<file path="src/rtl/rotation_to_euler_angles_top_macros.svh">
// Assertion macros shared by the RTL. In synthesis they expand to nothing.
`ifndef ROTATION_TO_EULER_ANGLES_TOP_MACROS_SVH
`define ROTATION_TO_EULER_ANGLES_TOP_MACROS_SVH

`ifndef SYNTHESIS
`define RTE_ASSERT_IMP(lbl, clk, rst_n, ante, cons, msg) \
    lbl: assert property (@(posedge clk) disable iff (!rst_n) (ante) |-> (cons)) \
        else $error(msg);
`define RTE_ASSERT_NXT(lbl, clk, rst_n, ante, cons, msg) \
    lbl: assert property (@(posedge clk) disable iff (!rst_n) (ante) |=> (cons)) \
        else $error(msg);
`else
`define RTE_ASSERT_IMP(lbl, clk, rst_n, ante, cons, msg)
`define RTE_ASSERT_NXT(lbl, clk, rst_n, ante, cons, msg)
`endif

`endif

</file>
<file path="src/rtl/rte_pkg.sv">
package rte_pkg;

    // Number of CORDIC iterations; only the first TABLE_LEN have table entries.
    localparam int CORDIC_STAGES = 16;
    localparam int TABLE_LEN     = 24;
    localparam int NUM_CELLS     = (CORDIC_STAGES < TABLE_LEN) ? CORDIC_STAGES : TABLE_LEN;
    localparam int IDX_W         = $clog2(TABLE_LEN);

    localparam int IN_W   = 16;
    localparam int OUT_W  = 16;
    localparam int ROLL_W = 15;

    // Square root of 16 * (a^2 + b^2), one result bit per step.
    localparam int PROD_W   = 31;
    localparam int SUM_W    = 32;
    localparam int SQ_W     = 36;
    localparam int SQ_STEPS = 18;
    localparam int MAG_W    = 18;

    // CORDIC lane widths: lane input, vector with guard bits, fine angle.
    localparam int LW = 20;
    localparam int CW = 30;
    localparam int ZW = 33;

    localparam int GUARD_SHIFT    = 8;
    localparam int FRAC_SHIFT     = 16;
    localparam int ROLL_NUM_SHIFT = 2;

    localparam logic signed [ZW-1:0] FINE_HALF_TURN    = 33'sd1509949440;
    localparam logic signed [ZW-1:0] FINE_QUARTER_TURN = 33'sd754974720;
    localparam logic signed [ZW-1:0] ROUND_HALF        = 33'sd32768;
    localparam logic signed [ZW-1:0] HALF_TURN_Z       = 33'sd23040;

    localparam logic signed [OUT_W-1:0]  OUT_QUARTER_TURN = 16'sd11520;
    localparam logic signed [ROLL_W-1:0] ROLL_LIMIT       = 15'sd11520;

    // atan(2^-i) in units of 2^-23 degree, rounded to nearest.
    localparam logic signed [ZW-1:0] ATAN_TAB [TABLE_LEN] = '{
        33'sd377487360, 33'sd222843801, 33'sd117744544, 33'sd59768969,
        33'sd30000467,  33'sd15014858,  33'sd7509261,   33'sd3754860,
        33'sd1877459,   33'sd938733,    33'sd469367,    33'sd234683,
        33'sd117342,    33'sd58671,     33'sd29335,     33'sd14668,
        33'sd7334,      33'sd3667,      33'sd1833,      33'sd917,
        33'sd458,       33'sd229,       33'sd115,       33'sd57
    };

    typedef struct packed {
        logic signed [IN_W-1:0] r00;
        logic signed [IN_W-1:0] r10;
        logic signed [IN_W-1:0] r20;
        logic signed [IN_W-1:0] r21;
        logic signed [IN_W-1:0] r22;
    } t_side;

    typedef struct packed {
        logic            vld;
        logic [SQ_W-1:0] rem;
        logic [SQ_W-1:0] res;
        t_side           side;
    } t_sqrt;

    typedef struct packed {
        logic                 vld;
        logic                 hold;
        logic signed [CW-1:0] x;
        logic signed [CW-1:0] y;
        logic signed [ZW-1:0] z;
    } t_cordic;

endpackage

</file>
<file path="src/rtl/rte_sqrt_cell.sv">
module rte_sqrt_cell (
    input  logic                      i_clk,
    input  logic                      i_rst_n,
    input  logic [rte_pkg::IDX_W-1:0] i_k,
    input  rte_pkg::t_sqrt            i_d,
    output rte_pkg::t_sqrt            o_q
);
    import rte_pkg::*;

    t_sqrt           r_q;
    t_sqrt           n_q;
    logic [SQ_W-1:0] w_bit;
    logic [SQ_W:0]   w_trial;

    // One step of the digit-by-digit root: try the bit 4^k against the remainder.
    always_comb begin
        w_bit   = SQ_W'(1) << {i_k, 1'b0};
        w_trial = {1'b0, i_d.res} + {1'b0, w_bit};
        n_q     = i_d;
        if ({1'b0, i_d.rem} >= w_trial) begin
            n_q.rem = i_d.rem - w_trial[SQ_W-1:0];
            n_q.res = (i_d.res >> 1) + w_bit;
        end else begin
            n_q.res = i_d.res >> 1;
        end
    end

    always_ff @(posedge i_clk) begin
        if (!i_rst_n) begin
            r_q <= '0;
        end else begin
            r_q <= n_q;
        end
    end

    assign o_q = r_q;

endmodule

</file>
<file path="config.mk">
export PLATFORM = sky130hd
export DESIGN_NAME = rte_sqrt_cell
export DESIGN_NICKNAME = d
export VERILOG_FILES = /design/src/rtl/rotation_to_euler_angles_top_macros.svh /design/src/rtl/rte_pkg.sv /design/src/rtl/rte_sqrt_cell.sv
export SDC_FILE = /design/constraint.sdc
export NUM_CORES = 1
export LEC_CHECK = 0
export BUFFER_PORTS_ARGS = -buffer_cell sky130_fd_sc_hd__buf_4
export CAP_MARGIN = 10
export CORE_ASPECT_RATIO = 1.75
export CORE_MARGIN = 2
export CORE_UTILIZATION = 40
export DETAILED_ROUTE_END_ITERATION = 16
export GPL_TIMING_DRIVEN = 0
export PLACE_DENSITY = 0.68
export SLEW_MARGIN = 20
export SYNTH_ARGS = -nofsm -noshare
export SYNTH_HDL_FRONTEND = slang
export SYNTH_SLANG_ARGS = --single-unit
</file>
<file path="constraint.sdc">
create_clock -name i_clk -period 6.18 [get_ports i_clk]
set_input_delay 0.309 -clock i_clk [delete_from_list [all_inputs] [get_ports i_clk]]
set_output_delay 0.309 -clock i_clk [all_outputs]
set_load 0.005 [all_outputs]
</file>
==> out/metrics.csv <==
stage;metric;value;unit
floorplanning;starting density of the core;0.4069;
cts;cts bufs inserted;17;
power;Cell Pwr Density;233.6;nW/um^2
power;combinational cell fraction of total power;0.280;
timing;setup violators final;0;
min_path;worst hold path depth;2;
timing;fin crit period;5.950;ns
flow_run;max cap viols;0;
cts;htree depth;4;
power;peak supply drop;178.6;uV
power;switching part of the total;0.3170;
finish;Largest register FFs;153;
detailed_routing;1st-pass router iterations;5;
global_routing;first-pass GRT wire length;49.82;mm
placement;HPWL Detailed;26.25;mm
min_path;WHS Endpoint;o_q[52];
cts;Reg clk slew, reported paths;0.07;ns
finish;Layout Cells excl Fill;1753;
yosys;Async S/R FF share, synth;0;
detailed_routing;routed wire length;32.92;mm
detailed_routing;DR WL/cell;18.78;um
floorplanning;DIE HEIGHT;204.8;um
placement;Place WS;-1.402;ns
timing;fmax;168.1;MHz
status;status;finished, final reports clean;
setup_path;CP Class;in2reg;
setup_path;CP top delay family;compound AO/OA/AOI/OAI gates;
yosys;Synth Cell Area;9216;um^2
global_routing;antenna violations before repair;2;
finish;fraction of layout cells with a size suffix above 1;0.2812;
timing;Hold Vio Cnt, Final;0;
detailed_routing;Via density;5.439;
yosys;post-synthesis cell type count;78;
timing;crit share post-route;0.9627;
floorplanning;Die W;118.7;um
global_routing;vias in the first global route;9280;
placement;Final GP Congestion;0.9288;
floorplanning;I/O pin cnt;313;
timing;Final Slew Violations;0;
cts;clock root buffer;clkbuf_16;
detailed_routing;DR iter-0 viols;522;
floorplanning;area of the core;22650;um^2
timing;fin worst setup slack;0.2304;ns
placement;area post-placement;11900;um^2
setup_path;CP required;6.50;ns
setup_path;CP dominant cell by count;buf_4;
yosys;syn_nets;1338;
floorplanning;Cell Rows;73;
yosys;Mapped Avg Cell Area;8.296;um^2
setup_path;Arr. time, crit path;6.27;ns
yosys;Synth Register Bits;153;
timing;worst-margin pin slew;1.009;ns
finish;Layout area overhead;37.21;%
setup_path;Worst Setup Start Kind;primary input;
timing;WHS;0.06084;ns
finish;Layout Nets;1665;
power;total power;2.955;mW
global_routing;GRT Util Overall;0.2669;
cts;CTS Sinks;153;
cts;CTS max path bufs;2;
finish;filler instances;2132;
finish;fin area;12650;um^2
placement;Placed Cells;1718;
power;Switching Power;0.9366;mW
yosys;ys flop type;dfxtp_1;
min_path;HP Start;i_d[52];
min_path;HP Class;in2reg;
cts;CTS tree;built;
power;Clock Power Share;0.352;
power;P_int;2.018;mW
yosys;Post-synth EDFFs;0;
detailed_routing;antenna-violating nets left;0;
setup_path;Bufs and invs on worst path;5;
placement;I/O Buffers;307;
timing;Worst slew margin;0.3275;
setup_path;slowest stage delay, CP;0.43;ns
global_routing;largest net degree at the start of global routing;17;
floorplanning;die area;24320;um^2
setup_path;CP max stage cell;ha_2;
yosys;Seq/Total Area, Yosys;0.3323;
global_routing;total gr overflow;0;
setup_path;CP max FO;10;
power;Pleak;5.647;nW
detailed_routing;via count;9534;
power;Seq pwr share;0.368;
detailed_routing;DRC Markers;0;
yosys;Syn Inst Count;1111;
yosys;YS warnings;0;
setup_path;Setup crit end kind;flip-flop;
-- cells in the mapped netlist, drive strengths merged (25+ instances only) --
library cell / number / share of area
a21oi: 94 / 0.051
a31oi: 25 / 0.017
and2: 87 / 0.059
clkbuf: 40 / 0.016
dfxtp: 153 / 0.33
ha: 66 / 0.090
nand2: 118 / 0.048
nand3: 30 / 0.016
nor2: 72 / 0.029
o21ai: 60 / 0.033
xnor2: 50 / 0.048
xor2: 34 / 0.032
-- power by group through the flow --
| stage | registers [mW] | clock network (mW) | logic (mW) |
|---|---|---|---|
| final | 1.09 | 1.04 | 0.829 |
| after floorplan | 1.12 | 0 | 0.427 |
| after global routing | 1.09 | 1.10 | 0.898 |
| after global placement | 1.11 | 0 | 0.798 |
| after CTS | 1.09 | 1.06 | 0.813 |
| after detailed placement | 1.11 | 0 | 0.802 |
-- routing by layer --
layer	GRT usage	vias to the layer above	wire length, um
met5	0	-	0
met4	0.2037	0	2492
met3	0.05874	124	2219
met2	0.4694	444	16500
met1	0.2735	4325	11710
li1	-	4641	-
-- how the worst max path moves through the flow --
stage / start / end / slack [ns] / cells after the start
2_1_floorplan: i_k[0] / o_q[118] / 0.43 / 29
3_3_place_gp: i_k[4] / o_q[102] / -1.42 / 26
3_5_place_dp: i_k[4] / o_q[102] / -1.40 / 26
4_1_cts: i_k[4] / o_q[119] / 0.06 / 25
5_1_grt: i_k[4] / o_q[101] / -0.1 / 26
6_report: i_k[4] / o_q[119] / 0.23 / 26
-- stage by stage --
| stage | utilization | setup TNS (ns) |
|---|---|---|
| after floorplan | - | 0 |
| after global placement | 0.5252 | -69.04 |
| after detailed placement | 0.5252 | -69.73 |
| after CTS | 0.5546 | 0 |
| after global routing | 0.5583 | -1.097 |
| final | 0.5583 | 0 |
-- cell usage in the layout, fill, tap and decap left out, drive strengths merged, types with 4 or more instances in the layout --
| master | Yosys | layout |
|---|---|---|
| a211oi | 17 | 17 |
| a21boi | 4 | 4 |
| a21o | 17 | 17 |
| a21oi | 94 | 94 |
| a31o | 9 | 9 |
| a31oi | 25 | 25 |
| a41oi | 4 | 4 |
| and2 | 87 | 87 |
| and3 | 12 | 12 |
| buf | 18 | 329 |
| clkbuf | 40 | 55 |
| clkinv | 0 | 6 |
| dfxtp | 153 | 153 |
| ha | 66 | 66 |
| inv | 21 | 27 |
| nand2 | 118 | 118 |
| nand2b | 11 | 11 |
| nand3 | 30 | 30 |
| nand4 | 9 | 9 |
| nor2 | 72 | 72 |
| nor2b | 6 | 6 |
| nor3 | 24 | 24 |
| nor4 | 4 | 4 |
| o211ai | 14 | 14 |
| o21a | 12 | 12 |
| o21ai | 60 | 60 |
| o21bai | 10 | 10 |
| o31ai | 14 | 14 |
| o41ai | 5 | 5 |
| or3 | 12 | 12 |
| or4 | 6 | 6 |
| xnor2 | 50 | 50 |
| xor2 | 34 | 34 |
-- logic make-up (layout without fill, tap and decap cells) --
kind of cell	after synthesis	count (layout)	share of synthesized area
AOI/OAI and AO/OA	319	319	0.2294
xor gates and xnor gates	84	84	0.07983
adders and majority gates	69	69	0.09395
buffers and inverters	79	419	0.04059
DFF	153	153	0.3323
muxes	1	1	0.001086
other	0	2	0
and+or+nand+nor	406	406	0.2228
-- what timing repair did --
action,in CTS,in global routing
hold buffers,0,0
setup endpoints to repair,72,71
gates resized for setup,11,20
setup buffers,3,1
pin swaps,1,4
cloned,0,0
-- final cells by class --
type / instances / area (um^2) / share of cell area
multi-input combinational: 879 / 5907 / 0.4671
sequential: 153 / 3063 / 0.2422
timing repair buffer: 311 / 2335 / 0.1846
clock buffer: 18 / 429.2 / 0.03394
tap: 300 / 375.4 / 0.02968
buffer: 55 / 294.0 / 0.02325
clock inverter: 14 / 158.9 / 0.01257
inverter: 21 / 78.83 / 0.006233
antenna: 2 / 5.005 / 0.0003958
(Power assumes the default switching activity.)
